## config.mk

```make
export PLATFORM = sky130hd
export DESIGN_NAME = uniform_range_from_random_digits_flat
export DESIGN_NICKNAME = d
export VERILOG_FILES = /design/src/rtl/urfrd_pkg.sv /design/src/rtl/urfrd_in_if.sv /design/src/rtl/urfrd_out_if.sv /design/src/rtl/urfrd_cfg_if.sv /design/src/rtl/urfrd_div.sv /design/src/rtl/uniform_range_from_random_digits.sv /design/src/flat_wrapper.sv
export VERILOG_INCLUDE_DIRS = /design/src /design/src/rtl
export SDC_FILE = /design/constraint.sdc
export NUM_CORES = 1
export LEC_CHECK = 0
export BUFFER_PORTS_ARGS = -buffer_cell sky130_fd_sc_hd__buf_2
export CAP_MARGIN = 20
export CORE_UTILIZATION = 40
export DETAILED_ROUTE_END_ITERATION = 8
export GPL_TIMING_DRIVEN = 0
export PLACE_DENSITY = 0.6
export SYNTH_ARGS = -nofsm -noshare
export SYNTH_HDL_FRONTEND = slang
export SYNTH_SLANG_ARGS = --single-unit
```

## constraint.sdc

```tcl
create_clock -name clk -period 13.5 [get_ports clk]
set_input_delay 1.35 -clock clk [delete_from_list [all_inputs] [get_ports clk]]
set_output_delay 1.35 -clock clk [all_outputs]
set_load 0.01 [all_outputs]
```

## src/rtl/assert_macros.svh

```systemverilog
// ----------------------------------------------------------------------------
// Assertion macros
// Shared concurrent assertion forms, clocked on clk and disabled in reset.
// ----------------------------------------------------------------------------
`ifndef ASSERT_MACROS_SVH
`define ASSERT_MACROS_SVH

// Same-cycle implication.
`define URFRD_ASSERT_IMP(lbl, ante, cons) \
  lbl: assert property (@(posedge clk) disable iff (!rst_n) (ante) |-> (cons)) \
    else $error("urfrd assertion failed");

// Next-cycle implication.
`define URFRD_ASSERT_NXT(lbl, ante, cons) \
  lbl: assert property (@(posedge clk) disable iff (!rst_n) (ante) |=> (cons)) \
    else $error("urfrd assertion failed");

`endif

```

## src/rtl/urfrd_pkg.sv

```systemverilog
// ----------------------------------------------------------------------------
// urfrd_pkg
// Widths, register indexes and shared types of the uniform range sampler.
// ----------------------------------------------------------------------------
`timescale 1ns / 1ps

package urfrd_pkg;

  localparam int VAL_W     = 31;
  localparam int DIGIT_W   = 8;
  localparam int BASE_W    = 9;
  localparam int CFG_IDX_W = 2;
  localparam int DIV_CNT_W = 5;

  localparam logic [CFG_IDX_W-1:0] CFG_RANGE_SIZE = 2'd0;
  localparam logic [CFG_IDX_W-1:0] CFG_DIGIT_BASE = 2'd1;

  typedef enum logic [1:0] {
    ST_INIT,
    ST_LOAD,
    ST_WAIT,
    ST_RUN
  } state_t;

  typedef struct packed {
    logic              start;
    logic [VAL_W-1:0]  dividend;
    logic [BASE_W-1:0] divisor;
  } div_req_t;

  typedef struct packed {
    logic               busy;
    logic               done;
    logic [VAL_W-1:0]   quot;
    logic [DIGIT_W-1:0] rem;
  } div_stat_t;

endpackage

```

## src/rtl/urfrd_in_if.sv

```systemverilog
// ----------------------------------------------------------------------------
// urfrd_in_if
// Input channel: one random digit per word.
// ----------------------------------------------------------------------------
`timescale 1ns / 1ps

interface urfrd_in_if;
  logic                        valid;
  logic                        ready;
  logic [urfrd_pkg::DIGIT_W-1:0] random_digit;

  modport source (output valid, output random_digit, input ready);
  modport sink   (input valid, input random_digit, output ready);
endinterface

```

## src/rtl/urfrd_out_if.sv

```systemverilog
// ----------------------------------------------------------------------------
// urfrd_out_if
// Result channel: one uniform value per word.
// ----------------------------------------------------------------------------
`timescale 1ns / 1ps

interface urfrd_out_if;
  logic                        valid;
  logic                        ready;
  logic [urfrd_pkg::VAL_W-1:0] random_value;

  modport source (output valid, output random_value, input ready);
  modport sink   (input valid, input random_value, output ready);
endinterface

```

## src/rtl/urfrd_cfg_if.sv

```systemverilog
// ----------------------------------------------------------------------------
// urfrd_cfg_if
// Configuration write channel: register index and write data.
// ----------------------------------------------------------------------------
`timescale 1ns / 1ps

interface urfrd_cfg_if;
  logic                            valid;
  logic                            ready;
  logic [urfrd_pkg::CFG_IDX_W-1:0] index;
  logic [urfrd_pkg::VAL_W-1:0]     value;

  modport source (output valid, output index, output value, input ready);
  modport sink   (input valid, input index, input value, output ready);
endinterface

```

## src/rtl/urfrd_div.sv

```systemverilog
// ----------------------------------------------------------------------------
// urfrd_div
// Serial restoring divider, one quotient bit per cycle, for bound digits.
// ----------------------------------------------------------------------------
`timescale 1ns / 1ps

module urfrd_div (
  input  logic                 clk,
  input  logic                 rst_n,
  input  urfrd_pkg::div_req_t  req,
  output urfrd_pkg::div_stat_t stat
);

  localparam logic [urfrd_pkg::DIV_CNT_W-1:0] CNT_LAST =
    urfrd_pkg::DIV_CNT_W'(urfrd_pkg::VAL_W - 1);

  logic                              busy_r;
  logic                              done_r;
  logic [urfrd_pkg::DIV_CNT_W-1:0]   cnt_r;
  logic [urfrd_pkg::VAL_W-1:0]       dvd_r;
  logic [urfrd_pkg::DIGIT_W-1:0]     rem_r;
  logic [urfrd_pkg::BASE_W-1:0]      dvs_r;

  logic [urfrd_pkg::BASE_W-1:0]      shifted;
  logic [urfrd_pkg::BASE_W-1:0]      diff;
  logic                              fits;

  always_comb begin
    shifted = {rem_r, dvd_r[urfrd_pkg::VAL_W-1]};
    diff    = shifted - dvs_r;
    fits    = shifted >= dvs_r;
  end

  always_ff @(posedge clk) begin
    if (!rst_n) begin
      busy_r <= 1'b0;
      done_r <= 1'b0;
    end else if (req.start) begin
      busy_r <= 1'b1;
      done_r <= 1'b0;
    end else if (busy_r) begin
      if (cnt_r == CNT_LAST) begin
        busy_r <= 1'b0;
        done_r <= 1'b1;
      end
    end else begin
      done_r <= 1'b0;
    end
  end

  always_ff @(posedge clk) begin
    if (req.start) begin
      dvd_r <= req.dividend;
      dvs_r <= req.divisor;
      rem_r <= '0;
      cnt_r <= '0;
    end else if (busy_r) begin
      // The remainder stays below the divisor, so eight bits hold it.
      rem_r <= fits ? diff[urfrd_pkg::DIGIT_W-1:0] : shifted[urfrd_pkg::DIGIT_W-1:0];
      dvd_r <= {dvd_r[urfrd_pkg::VAL_W-2:0], fits};
      cnt_r <= cnt_r + 1'b1;
    end
  end

  assign stat.busy = busy_r;
  assign stat.done = done_r;
  assign stat.quot = dvd_r;
  assign stat.rem  = rem_r;

endmodule

```

## src/rtl/uniform_range_from_random_digits.sv

```systemverilog
// ----------------------------------------------------------------------------
// uniform_range_from_random_digits
// Uniform integer in 1..range_size from uniform base digit_base digits.
// ----------------------------------------------------------------------------
// The block takes one random digit per cycle while the output is not stalled
// and gives one value each time a rejection sampling attempt against the
// digits of range_size-1 succeeds. A digit passes from the input register
// s1_digit_r to the result register out_value_r when it advances, so digits
// can stream in at one per cycle while the output drains; a stalled output
// holds intake only once the input register is full. After reset and after
// every write to range_size or digit_base the bound digits are derived by a
// serial divider that makes one quotient bit per cycle: a setup step comes
// first, then each digit costs a load step, the quotient bits and a store
// step. During the derivation in_ch.ready is low. A range_size of one gives
// 1 for every digit.
`timescale 1ns / 1ps
`include "assert_macros.svh"

module uniform_range_from_random_digits #(
  parameter int MAX_DIGITS = 32
) (
  input  logic        clk,
  input  logic        rst_n,
  urfrd_in_if.sink    in_ch,
  urfrd_out_if.source out_ch,
  urfrd_cfg_if.sink   cfg_ch
);

  localparam int IDX_W = (MAX_DIGITS > 1) ? $clog2(MAX_DIGITS) : 1;
  localparam int POS_W = $clog2(MAX_DIGITS + 1);
  localparam logic [POS_W-1:0] MAX_POS  = POS_W'(MAX_DIGITS);
  localparam logic [IDX_W-1:0] IDX_LAST = IDX_W'(MAX_DIGITS - 1);

  // Configuration registers and derivation control.
  urfrd_pkg::state_t             state_r, state_nxt;
  logic [urfrd_pkg::VAL_W-1:0]   range_r;
  logic [urfrd_pkg::BASE_W-1:0]  base_r;
  logic [urfrd_pkg::VAL_W-1:0]   v_r;
  logic [IDX_W-1:0]              idx_r;
  logic [POS_W-1:0]              first_r;
  logic [urfrd_pkg::DIGIT_W-1:0] bound_r [MAX_DIGITS];

  // Attempt state and the two pipeline registers.
  logic [POS_W-1:0]              pos_r;
  logic                          tight_r;
  logic [urfrd_pkg::VAL_W-1:0]   part_r;
  logic                          s1_valid_r;
  logic [urfrd_pkg::DIGIT_W-1:0] s1_digit_r;
  logic                          out_valid_r;
  logic [urfrd_pkg::VAL_W-1:0]   out_value_r;

  urfrd_pkg::div_req_t           div_req;
  urfrd_pkg::div_stat_t          div_stat;

  logic                          cfg_wr;
  logic                          cfg_reg_wr;
  logic                          run;
  logic                          store;
  logic [urfrd_pkg::BASE_W-1:0]  base_eff;
  logic [urfrd_pkg::VAL_W-1:0]   range_m1;
  logic [POS_W-1:0]              first_upd;

  logic                          adv;
  logic [urfrd_pkg::DIGIT_W-1:0] bound_sel;
  logic [urfrd_pkg::VAL_W+urfrd_pkg::BASE_W-1:0] prod;
  logic [urfrd_pkg::VAL_W-1:0]   sum;
  logic [POS_W-1:0]              pos_inc;
  logic                          range_one;
  logic                          reject;
  logic                          finish;
  logic                          emit;
  logic [urfrd_pkg::VAL_W-1:0]   emit_value;

  urfrd_div u_div (
    .clk   (clk),
    .rst_n (rst_n),
    .req   (div_req),
    .stat  (div_stat)
  );

  assign cfg_ch.ready = 1'b1;
  assign cfg_wr       = cfg_ch.valid && cfg_ch.ready;
  // Only a write that hits a register derives the bound again.
  assign cfg_reg_wr   = cfg_wr && ((cfg_ch.index == urfrd_pkg::CFG_RANGE_SIZE) ||
                                   (cfg_ch.index == urfrd_pkg::CFG_DIGIT_BASE));

  always_comb begin
    if (base_r < urfrd_pkg::BASE_W'(2)) begin
      base_eff = urfrd_pkg::BASE_W'(2);
    end else if (base_r > urfrd_pkg::BASE_W'(256)) begin
      base_eff = urfrd_pkg::BASE_W'(256);
    end else begin
      base_eff = base_r;
    end
    range_m1  = (range_r == '0) ? '0 : range_r - 1'b1;
    first_upd = (div_stat.rem != '0) ? POS_W'(idx_r) : first_r;
  end

  // Next state.
  always_comb begin
    state_nxt = state_r;
    case (state_r)
      urfrd_pkg::ST_INIT: begin
        state_nxt = urfrd_pkg::ST_LOAD;
      end
      urfrd_pkg::ST_LOAD: begin
        state_nxt = urfrd_pkg::ST_WAIT;
      end
      urfrd_pkg::ST_WAIT: begin
        if (div_stat.done) begin
          state_nxt = (idx_r == '0) ? urfrd_pkg::ST_RUN : urfrd_pkg::ST_LOAD;
        end
      end
      urfrd_pkg::ST_RUN: begin
        state_nxt = urfrd_pkg::ST_RUN;
      end
      default: begin
        state_nxt = urfrd_pkg::ST_INIT;
      end
    endcase
    if (cfg_reg_wr) begin
      state_nxt = urfrd_pkg::ST_INIT;
    end
  end

  // State outputs.
  always_comb begin
    div_req.start    = 1'b0;
    div_req.dividend = v_r;
    div_req.divisor  = base_eff;
    run              = 1'b0;
    store            = 1'b0;
    case (state_r)
      urfrd_pkg::ST_LOAD: div_req.start = 1'b1;
      urfrd_pkg::ST_WAIT: store = div_stat.done;
      urfrd_pkg::ST_RUN:  run = 1'b1;
      default: begin
        run = 1'b0;
      end
    endcase
  end

  // One digit of the attempt.
  always_comb begin
    bound_sel  = bound_r[pos_r[IDX_W-1:0]];
    prod       = part_r * base_eff;
    sum        = prod[urfrd_pkg::VAL_W-1:0] + urfrd_pkg::VAL_W'(s1_digit_r);
    pos_inc    = pos_r + 1'b1;
    range_one  = (first_r == MAX_POS);
    // A digit at or above the base counts as a rejection like an oversized one.
    reject     = ({1'b0, s1_digit_r} >= base_eff) || (tight_r && (s1_digit_r > bound_sel));
    finish     = !reject && (pos_inc == MAX_POS);
    emit       = range_one || finish;
    emit_value = range_one ? urfrd_pkg::VAL_W'(1) : sum + 1'b1;
  end

  assign adv          = run && s1_valid_r && (!out_valid_r || out_ch.ready);
  assign in_ch.ready  = run && (!s1_valid_r || adv);
  assign out_ch.valid = out_valid_r;
  assign out_ch.random_value = out_value_r;

  always_ff @(posedge clk) begin
    if (!rst_n) begin
      state_r     <= urfrd_pkg::ST_INIT;
      range_r     <= urfrd_pkg::VAL_W'(1);
      base_r      <= urfrd_pkg::BASE_W'(2);
      s1_valid_r  <= 1'b0;
      out_valid_r <= 1'b0;
    end else begin
      state_r <= state_nxt;
      if (cfg_wr) begin
        case (cfg_ch.index)
          urfrd_pkg::CFG_RANGE_SIZE: range_r <= cfg_ch.value;
          urfrd_pkg::CFG_DIGIT_BASE: base_r  <= cfg_ch.value[urfrd_pkg::BASE_W-1:0];
          default: begin
            range_r <= range_r;
          end
        endcase
      end
      if (in_ch.valid && in_ch.ready) begin
        s1_valid_r <= 1'b1;
      end else if (adv) begin
        s1_valid_r <= 1'b0;
      end
      if (adv && emit) begin
        out_valid_r <= 1'b1;
      end else if (out_ch.ready) begin
        out_valid_r <= 1'b0;
      end
    end
  end

  always_ff @(posedge clk) begin
    if (state_r == urfrd_pkg::ST_INIT) begin
      v_r     <= range_m1;
      idx_r   <= IDX_LAST;
      first_r <= MAX_POS;
    end
    if (store) begin
      // Digits come out least significant first, so the index counts down.
      bound_r[idx_r] <= div_stat.rem;
      v_r            <= div_stat.quot;
      first_r        <= first_upd;
      if (idx_r != '0) begin
        idx_r <= idx_r - 1'b1;
      end else begin
        pos_r   <= first_upd;
        tight_r <= 1'b1;
        part_r  <= '0;
      end
    end
    if (adv && !range_one) begin
      if (reject || finish) begin
        pos_r   <= first_r;
        tight_r <= 1'b1;
        part_r  <= '0;
      end else begin
        pos_r   <= pos_inc;
        tight_r <= tight_r && (s1_digit_r == bound_sel);
        part_r  <= sum;
      end
    end
    if (in_ch.valid && in_ch.ready) begin
      s1_digit_r <= in_ch.random_digit;
    end
    if (adv && emit) begin
      out_value_r <= emit_value;
    end
  end

  `URFRD_ASSERT_IMP(a_value_nonzero, out_valid_r, out_value_r != '0)
  `URFRD_ASSERT_IMP(a_pos_in_range, run && (first_r != MAX_POS),
                    (pos_r >= first_r) && (pos_r < MAX_POS))
  `URFRD_ASSERT_IMP(a_ready_only_running, in_ch.ready, run && !div_stat.busy)
  `URFRD_ASSERT_NXT(a_cfg_stops_intake, cfg_reg_wr, !in_ch.ready)

endmodule
```

## src/flat_wrapper.sv

```systemverilog
// flat-port wrapper written by rule: the top's interface ports become plain ports
module uniform_range_from_random_digits_flat 
#(
  parameter int MAX_DIGITS = 32
)
  (clk, rst_n, in_ch_valid, in_ch_random_digit, in_ch_ready, out_ch_valid, out_ch_random_value, out_ch_ready, cfg_ch_valid, cfg_ch_index, cfg_ch_value, cfg_ch_ready);
  urfrd_in_if in_ch_i ();
  urfrd_out_if out_ch_i ();
  urfrd_cfg_if cfg_ch_i ();
  input  logic clk;
  input  logic rst_n;
  input wire logic [$bits(in_ch_i.valid)-1:0] in_ch_valid;
  input wire logic [$bits(in_ch_i.random_digit)-1:0] in_ch_random_digit;
  output wire logic [$bits(in_ch_i.ready)-1:0] in_ch_ready;
  output wire logic [$bits(out_ch_i.valid)-1:0] out_ch_valid;
  output wire logic [$bits(out_ch_i.random_value)-1:0] out_ch_random_value;
  input wire logic [$bits(out_ch_i.ready)-1:0] out_ch_ready;
  input wire logic [$bits(cfg_ch_i.valid)-1:0] cfg_ch_valid;
  input wire logic [$bits(cfg_ch_i.index)-1:0] cfg_ch_index;
  input wire logic [$bits(cfg_ch_i.value)-1:0] cfg_ch_value;
  output wire logic [$bits(cfg_ch_i.ready)-1:0] cfg_ch_ready;
  assign in_ch_i.valid = in_ch_valid;
  assign in_ch_i.random_digit = in_ch_random_digit;
  assign in_ch_ready = in_ch_i.ready;
  assign out_ch_valid = out_ch_i.valid;
  assign out_ch_random_value = out_ch_i.random_value;
  assign out_ch_i.ready = out_ch_ready;
  assign cfg_ch_i.valid = cfg_ch_valid;
  assign cfg_ch_i.index = cfg_ch_index;
  assign cfg_ch_i.value = cfg_ch_value;
  assign cfg_ch_ready = cfg_ch_i.ready;
  uniform_range_from_random_digits #(.MAX_DIGITS(MAX_DIGITS)) u_core (.clk(clk), .rst_n(rst_n), .in_ch(in_ch_i), .out_ch(out_ch_i), .cfg_ch(cfg_ch_i));
endmodule
```

# After elaboration in Yosys (flattened, before gate mapping)
# Memory sizes are Yosys's and may differ from the RTL's. A register that Yosys moved wholly into a read port is not among the register bits.
# Cells that the tools add are included.
# classes
n_addsub,7
mul,1
magnitude_cmp,5
n_eq_ne,10
mux,42
bitwise_logic,2
n_reduce_logical,36
# ops
operator,n
$mux W31,9
$mux W6,7
$add A31 B1 Y31 const B,1
$add A31 B8 Y31,1
$logic_not A31 Y1,1
$mul A31 B9 Y31,1
$sub A31 B1 Y31 const B,1
$mux W5,4
$mux W9,2
$mux W1,16
$eq A6 B6 Y1 const B,2
$logic_and A1 B1 Y1,10
$reduce_bool A2 Y1,5
$ge A8 B9 Y1,1
$ge A9 B9 Y1,1
$gt A9 B9 Y1 const B,1
$lt A9 B2 Y1 const B,1
$eq A8 B8 Y1,1
$gt A8 B8 Y1,1
$mux W8,1
$pmux W2 S4,1
$reduce_bool A8 Y1,1
$sub A8 B8 Y8,1
$add A6 B1 Y6 const B,1
other kinds (16),32
# word_totals
ff_bits,218
ram_bits,256
output_inout_bits,34
n_memories,1
# mem_list
name,depth,word_bits,rd,rd_clocked_by_memory_dff,wr,line_no,source
u_core.bound_r,32,8,1,1,1,uniform_range_from_random_digits.sv:41,logic [urfrd_pkg::DIGIT_W-1:0] bound_r [MAX_DIGITS];

# Logic depth before layout (Yosys ltp)
# Gate-level depths: netlist of run 1.
# logic_depth
ltp_word,11
ltp_mapped,28

# Modules after synthesis
# A second synthesis of run 1 with hierarchy kept.
# unflattened
hier_cells,2304
hier_area_um2,28558.6
# modules_own_cells
module,n_inst,cells_each,area_each_um2,seq_area_each_um2
uniform_range_from_random_digits,1,2078,25823.5,12191.7
urfrd_div,1,226,2735.1,1501.4

# Worst setup path before layout of run 1
# No wires, ideal clock.
# synth_path
path_type,reg2reg
from,reg u_core.base_r[8] (netlist name)
to,reg u_core.out_value_r (netlist bit u_core.out_ch.random_value[25]) (data pin)
setup_time_ns,0.269
arrival_ns,6.720
setup_slack_ns,6.512
stages_incl_launch_ff,27
path_cell_list,dfxtp_1 clkbuf_1 a311oi_1 clkbuf_1 nand2_1 fa_1 inv_1 fa_1 inv_1 fa_1 inv_1 fa_1 inv_1 fa_1 inv_1 ha_1 buf_4 a21o_1 o31a_1 o41ai_1 xor2_1 or3_1 buf_6 nor4b_4 nand4_1 nor3_1 nor3_2
# synth_via
elab_chain_len,6
# synth_rtl
element,line_no,source
start: declaration,uniform_range_from_random_digits.sv:37,logic [urfrd_pkg::BASE_W-1:0] base_r;
start signal: assignment,uniform_range_from_random_digits.sv:166,base_r <= urfrd_pkg::BASE_W'(2);
start signal: assignment,uniform_range_from_random_digits.sv:174,urfrd_pkg::CFG_DIGIT_BASE: base_r <= cfg_ch.value[urfrd_pkg::BASE_W-1:0];
$gt A9 B9 Y1,uniform_range_from_random_digits.sv:90,end else if (base_r > urfrd_pkg::BASE_W'(256)) begin
$mux W9,uniform_range_from_random_digits.sv:90,
$mux W9 *,uniform_range_from_random_digits.sv:88,if (base_r < urfrd_pkg::BASE_W'(2)) begin
$mul A31 B9 Y31 *,uniform_range_from_random_digits.sv:146,prod = part_r * base_eff;
$add A31 B8 Y31 *,uniform_range_from_random_digits.sv:147,sum = prod[urfrd_pkg::VAL_W-1:0] + urfrd_pkg::VAL_W'(s1_digit_r);
$add A31 B1 Y31 *,uniform_range_from_random_digits.sv:154,emit_value = range_one ? urfrd_pkg::VAL_W'(1) : sum + 1'b1;
end signal: assignment,uniform_range_from_random_digits.sv:227,out_value_r <= emit_value;
end: declaration,uniform_range_from_random_digits.sv:50,logic [urfrd_pkg::VAL_W-1:0] out_value_r;
# Every way passes the cells marked *; elsewhere a longest branch is shown, timed or not.
# A chain may end at the register's enable or synchronous reset.

# Worst setup path after layout of run 1
# layout_path
from,reg u_core.base_r[4] (netlist name)
to,reg u_core.out_value_r (netlist bit u_core.out_ch.random_value[29]) (data pin)
# Same word-level chain as after synthesis.

==> results of run 1 <==
tightest hold or removal path, stage by stage, from the launching register on:
cell,delay (ns)
sky130_fd_sc_hd__dfxtp_1,0.32
sky130_fd_sc_hd__nand2_1,0.05
sky130_fd_sc_hd__a21boi_0,0.07
layout by cell type (no fill, tap or decap), types with 7 or more instances in the layout:
cell type and count:
sky130_fd_sc_hd__or2_2 7, sky130_fd_sc_hd__a31oi_1 12, sky130_fd_sc_hd__xor2_1 29, sky130_fd_sc_hd__nor4_1 19, sky130_fd_sc_hd__inv_1 151, sky130_fd_sc_hd__dfxtp_1 69
sky130_fd_sc_hd__clkinv_2 9, sky130_fd_sc_hd__o21a_1 9, sky130_fd_sc_hd__clkbuf_1 96, sky130_fd_sc_hd__buf_16 7, sky130_fd_sc_hd__a21o_1 21, sky130_fd_sc_hd__mux2i_1 27
sky130_fd_sc_hd__a21oi_1 51, sky130_fd_sc_hd__nor3_1 35, sky130_fd_sc_hd__fa_1 177, sky130_fd_sc_hd__buf_2 84, sky130_fd_sc_hd__nor3b_1 9, sky130_fd_sc_hd__mux4_2 80
sky130_fd_sc_hd__a211oi_1 8, sky130_fd_sc_hd__nor2b_1 25, sky130_fd_sc_hd__nand3b_1 10, sky130_fd_sc_hd__nand2b_1 17, sky130_fd_sc_hd__ha_1 103, sky130_fd_sc_hd__nand3_1 30
sky130_fd_sc_hd__and3_1 15, sky130_fd_sc_hd__nand2_1 360, sky130_fd_sc_hd__and2_1 141, sky130_fd_sc_hd__nor2_1 146, sky130_fd_sc_hd__or3_1 11, sky130_fd_sc_hd__edfxtp_1 410
sky130_fd_sc_hd__nand4_1 14, sky130_fd_sc_hd__a21boi_0 32, sky130_fd_sc_hd__xnor2_1 52, sky130_fd_sc_hd__buf_1 15, sky130_fd_sc_hd__o21ai_0 68, sky130_fd_sc_hd__clkbuf_16 52
power groups by stage:
stage / sequential (mW) / clock, mW / combinational [mW]
floorplan: 1.84 / 0 / 0.175
global placement: 1.89 / 0 / 0.235
detailed placement: 1.85 / 0 / 0.332
CTS: 1.82 / 1.46 / 0.333
global route: 1.82 / 1.52 / 0.383
finish: 1.82 / 1.44 / 0.345
cell type report:
cell class / instances / share of cell area (%)
multi-input cells: 1617 / 42.96
clock buffers: 64 / 4.237
plain buffers: 109 / 1.376
clock inverters: 29 / 1.114
well taps: 940 / 3.674
flip-flops and latches: 479 / 42.77
repair buffers: 92 / 2.079
inverters: 152 / 1.782
diodes: 1 / 0.007816
registers in the layout (all words and copies together), names as in the netlist, 2 cells and up, named ones only:
register	count
u_core.u_div.rem_r	8
u_core.idx_r	5
u_core.base_r	9
u_core.v_r	31
u_core.out_ch.random_value	31
u_core.bound_r	256
u_core.range_r	31
u_core.part_r	31
u_core.u_div.cnt_r	5
u_core.state_r	2
u_core.s1_digit_r	8
u_core.u_div.dvs_r	9
u_core.first_r	6
u_core.u_div.dvd_r	31
u_core.pos_r	6
synthesized netlist by cell type (all sizes together) (25+ instances only):
master    n
dfxtp    69
mux2i    27
a21oi    55
mux4     80
nor2b    25
xor2     29
clkbuf   85
xnor2    52
nor3     38
nand2   360
nand3    30
nor2    147
inv     152
edfxtp  410
ha      103
fa      177
o21ai    72
a21boi   33
and2    141
how the worst max path moves through the flow:
stage / startpoint / to / cells after the start
floorplan: u_core.base_r[8] / u_core.out_ch.random_value[25] / 26
global placement: u_core.base_r[8] / u_core.out_ch.random_value[29] / 26
detailed placement: u_core.base_r[8] / u_core.out_ch.random_value[29] / 27
CTS: u_core.base_r[8] / u_core.out_ch.random_value[29] / 27
global route: u_core.base_r[4] / u_core.out_ch.random_value[29] / 27
finish: u_core.base_r[4] / u_core.out_ch.random_value[29] / 27
stage by stage:
stage               hold WS (ns)  total power, mW  worst slack (ns)  cells  cell area, um^2
floorplan                 0.4565            2.012             6.512   2357            28440
global placement          0.4738            2.128             4.583   3375            30000
detailed placement        0.4832            2.185             4.956   3386            30250
CTS                       0.4920            3.620             4.940   3479            31960
global route              0.5160            3.725             4.354   3482            32010
finish                    0.4877            3.602             4.861   3483            32010
cell families after synthesis:
kind of cell | after synthesis | synth area share, %
AOI/OAI and AO/OA | 271 | 6.332
xor gates and xnor gates | 82 | 2.574
adders and majority gates | 280 | 16.99
buffers and inverters | 261 | 3.555
DFF | 479 | 48.15
muxes | 111 | 7.445
other | 1 | 0.01319
and+or+nand+nor | 872 | 14.93
layer usage:
layer	up-vias	track usage [%]	share of wire [%]
met5	-	0	0.019
met4	2	5.590	2.6
met2	545	32.91	49
met3	110	3.142	5.5
li1	8588	-	-
met1	9461	26.20	43
==> flow_summary.ini, run 1 <==
[logic_synthesis]
synthFlopType = sky130_fd_sc_hd__edfxtp_1
synthTopCellsByArea = sky130_fd_sc_hd__edfxtp_1 (43%), sky130_fd_sc_hd__fa_1 (12%), sky130_fd_sc_hd__mux4_2 (6.3%)
syn_area_per_cell_um2 = 12.06
netlist_instances = 2357
synth-warning-count = 0
yosysSeqAreaShare_pct = 48.15
synthDominantCellAreaShare_pct = 43.30
synth-seq-cells = 479
synth_top_cell_by_area = sky130_fd_sc_hd__edfxtp_1
synth-async-reset-ratio_pct = 0
postSynthNetCount = 2683
synthesis.area_um2 = 28440
synth.distinct_cells = 88
synth_edf_count = 410

[clocking]
cts_root_buffer = sky130_fd_sc_hd__clkbuf_16
cts-hold-fix-buffers = 0
total_clock_buffers_created_by_cts = 51
later_pin_clock_latency_in_the_skew_report_ns = 0.61
cts_resized = 0
ctsHtreeMaxLevel = 2
clock_tree.buffer_depth = 3
cts_tree = done
worst_setup_hold_path_clk_slew_ns = 0.06
count_of_clock_tree_sinks = 479
postcts_setup_bufs = 0

[layout]
multi_input_area_um2 = 13750
layout-drive-gt1-share_pct = 11.57
nets = 2828
area.sequential_um2 = 13690
filler_cell_count = 6458
finalCoreUtilization_pct = 45.64
area_growth_pct = 12.58

[sta]
slew_viol_final = 0
timing.clock.skew_ns = 0.01957
finalHoldViolCount = 0
timing.setup.tns_ns = 0
timing.final.crit_share_pct = 63.99
slew_headroom_pct = 33.31
setup_violations = 0
fin_crit_ns = 8.639
achievable-frequency_mhz = 115.8
grt_setup_unrepaired = no
worst_slew_pin_slew_ns = 0.9936

[hold_path]
min_from = u_core.range_r[6]
hold_path_depth = 2
hp_class = reg -> reg
terminating_pin_of_the_worst_hold_path = u_core.range_r[6]

[power]
clkPwrFrac_pct = 40.0
power.sequential.fraction_pct = 50.4
power_density_nw_per_um2 = 112.5
power.net_switching_uw = 895.3
power.internal_mw = 2.707
power.leakage_nw = 12.56
pwr-share-comb_pct = 9.6
power.share.switching_pct = 24.85
peakVddDrop_mv = 0.09451

[detailed_routing]
wl_per_cell_um = 19.77
detailedRoute.firstPassIterationCount = 5
iter_0_drt_violations = 1475
route.vias.total = 18710
avgViaCountPerCell = 5.371
postRouteWirelength_mm = 68.87
drc = 0
ant_nets = 0

[die]
top_level_port_count = 80
die-area_um2 = 72160
die_x_um = 268.6
chip_height_um = 268.6
initial_utilization_pct = 40.54
core.rowCount = 97
coreArea_um2 = 70150

[global_routing]
number_of_global_route_vias_before_repair = 19580
first_pass_grt_wire_length_mm = 108.6
grt_remaining_overflow = 0
grt.total_usage_pct = 19.59
grt_start_max_net_pins = 38
antenna_found_initial = 2

[critical_path]
timing.setup.critical_path_class = reg -> reg
cp-end-kind = flop
worstPathArrival_ns = 9.00
timing.rr.start = u_core.base_r[4]
worst-path-max-fanout = 10
critical-path-top-delay-family = simple AND/OR/NAND/NOR gates
timing.critical_path.buf_inv = 7
rr_endpoint = u_core.out_ch.random_value[29]
slowest_stage = sky130_fd_sc_hd__a211oi_1
critical_path_required_ns = 13.86
worst_r2r_path_depth = 27
setup.reg_to_reg.worst_slack_ns = 4.86
cp_slowest_stage_delay_ns = 0.75
setup.worst_path.start_class = flop

[place]
io_buffers = 78
finalWeightedCongestion = 0.8806
post-dp-hpwl_mm = 50.86

[job]
cap_violations = 0

[status]
result_of_the_run = finished, final reports clean
Power figures use the tool's default switching activity.
==> inputs of run 2 (changes only) <==
Clock period 13.5 ns to 8.6 ns, I/O delays scaled along.
==> run 2 against run 1 <==
Compared with the run above:
- critical path depth grew 1
- clock-buffer cell count is the same
- sequential cell count unchanged
- sequential power up 57%
- combinational power grew 58%
- clock skew down 0.00070 ns
==> flow_summary.ini, run 2 (same netlist as run 1, synthesis figures left out) <==
[die]
chip_height_um = 268.6
die_x_um = 268.6
coreArea_um2 = 70150
core.rowCount = 97
top_level_port_count = 80
initial_utilization_pct = 40.54
die-area_um2 = 72160

[hold_path]
terminating_pin_of_the_worst_hold_path = u_core.s1_digit_r[7]
hold_path_depth = 1
hp_class = in -> reg
min_from = in_ch_random_digit[7]

[global_routing]
number_of_global_route_vias_before_repair = 19580
antenna_found_initial = 1
grt_remaining_overflow = 0
grt_start_max_net_pins = 38
grt.total_usage_pct = 19.59
first_pass_grt_wire_length_mm = 108.6

[clocking]
cts_resized = 0
cts_root_buffer = sky130_fd_sc_hd__clkbuf_16
ctsHtreeMaxLevel = 2
postcts_setup_bufs = 0
worst_setup_hold_path_clk_slew_ns = 0.06
clock_tree.buffer_depth = 3
total_clock_buffers_created_by_cts = 51
cts_tree = done
count_of_clock_tree_sinks = 479
later_pin_clock_latency_in_the_skew_report_ns = 0.61
cts-hold-fix-buffers = 0

[place]
finalWeightedCongestion = 0.8806
io_buffers = 78
post-place-cells = 3386
postPlaceCellArea_um2 = 30250
post-dp-hpwl_mm = 50.86

[sta]
setup_violations = 0
worst_slew_pin_slew_ns = 1.006
grt_setup_unrepaired = no
slew_viol_final = 0
timing.clock.skew_ns = 0.01887
finalHoldViolCount = 0
achievable-frequency_mhz = 123.4
fin_crit_ns = 8.102
slew_headroom_pct = 32.80
timing.final.crit_share_pct = 94.21

[critical_path]
setup.reg_to_reg.worst_slack_ns = 0.50
worst-path-max-fanout = 10
worstPathArrival_ns = 8.44
critical_path_required_ns = 8.94
rr_endpoint = u_core.out_ch.random_value[25]
timing.rr.start = u_core.base_r[8]
cp-end-kind = flop
setup.worst_path.start_class = flop
worst_r2r_path_depth = 28
slowest_stage = sky130_fd_sc_hd__fa_1
cp_slowest_stage_delay_ns = 0.57
timing.setup.critical_path_class = reg -> reg

[detailed_routing]
postRouteWirelength_mm = 69.10
ant_nets = 0
routed-wl-met2_mm = 33.43
drc = 0
wl_per_cell_um = 19.84
avgViaCountPerCell = 5.394
wl_met1_mm = 29.81
dr_wl_met3_mm = 4.063
iter_0_drt_violations = 1544
topRoutingLayerUsed = met5
detailedRoute.firstPassIterationCount = 6
route.vias.total = 18780

[layout]
largest_register = u_core.bound_r
final_common_cell = sky130_fd_sc_hd__edfxtp_1
layout-drive-gt1-share_pct = 11.92
n_antenna_cell = 0
max_ffs_per_register = 256
finalNonFillerCells = 3482
filler_cell_count = 6456
area_growth_pct = 12.72
stdcell_area_um2 = 32050
nets = 2828
layout_common_cells = sky130_fd_sc_hd__edfxtp_1 (410), sky130_fd_sc_hd__nand2_1 (360), sky130_fd_sc_hd__fa_1 (177)

[power]
power.leakage_nw = 12.59
power_density_nw_per_um2 = 176.4
post-layout-total-power_mw = 5.655
peakVddDrop_mv = 0.1483

[status]
result_of_the_run = finished, final reports clean

[job]
cap_violations = 0
==> run 2: changes by cell type in the layout (fill, tap and decap cells not counted), moves of 2 or more <==
cell                       change
sky130_fd_sc_hd__nor4_2        +2
sky130_fd_sc_hd__clkbuf_2      +3
sky130_fd_sc_hd__nor4_1        -2
sky130_fd_sc_hd__clkbuf_1      -3
==> run 2: critical path: cells and delay by family (launching register included) <==
| family | cells | cell delay, ns |
|---|---|---|
| buffers and inverters | 10 | 1.43 |
| AO/OA/AOI/OAI | 3 | 1.17 |
| AND/OR/NAND/NOR | 9 | 2.01 |
| flip-flops | 1 | 0.36 |
| adder cells (fa/ha/maj) | 6 | 2.84 |
==> run 2: layout make-up <==
cell class	instances	area (um^2)	share of cell area, %
multi-input cells	1617	13790	43.03
flip-flops and latches	479	13690	42.72
clock buffers	64	1356	4.231
well taps	940	1176	3.669
repair buffers	92	665.6	2.077
inverters	152	570.5	1.780
plain buffers	109	444.2	1.386
clock inverters	29	356.6	1.112
==> run 2: where the power goes <==
group | internal [mW] | switching, mW
logic | 0.204 | 0.340
registers | 2.74 | 0.114
clock network | 1.31 | 0.952
total | 4.25 | 1.41
==> run 2: worst max path at each step <==
stage | endpoint | cells past startpoint | start | slack [ns]
floorplan | u_core.out_ch.random_value[25] | 26 | u_core.base_r[8] | 1.61
global placement | u_core.out_ch.random_value[29] | 26 | u_core.base_r[8] | -0.32
detailed placement | u_core.out_ch.random_value[29] | 27 | u_core.base_r[8] | 0.06
CTS | u_core.out_ch.random_value[29] | 27 | u_core.base_r[8] | 0.04
global route | u_core.out_ch.random_value[25] | 28 | u_core.base_r[8] | 0.1
finish | u_core.out_ch.random_value[25] | 28 | u_core.base_r[8] | 0.50
==> run 2: stage by stage <==
stage / hold WS [ns] / setup TNS, ns / utilization [%] / setup slack [ns]
after floorplan: 0.4565 / 0 / - / 1.612
after global placement: 0.4738 / -0.6945 / 42.77 / -0.3174
after detailed placement: 0.4832 / 0 / 43.12 / 0.05555
after CTS: 0.3930 / 0 / 45.57 / 0.03975
after global routing: 0.4141 / 0 / 45.69 / 0.09617
final: 0.4209 / 0 / 45.69 / 0.4980
==> run 2: layer usage <==
| layer | global-route usage [%] | up-vias |
|---|---|---|
| met4 | 5.590 | 2 |
| li1 | - | 8588 |
| met1 | 26.20 | 9495 |
| met5 | 0 | - |
| met3 | 3.142 | 116 |
| met2 | 32.91 | 580 |
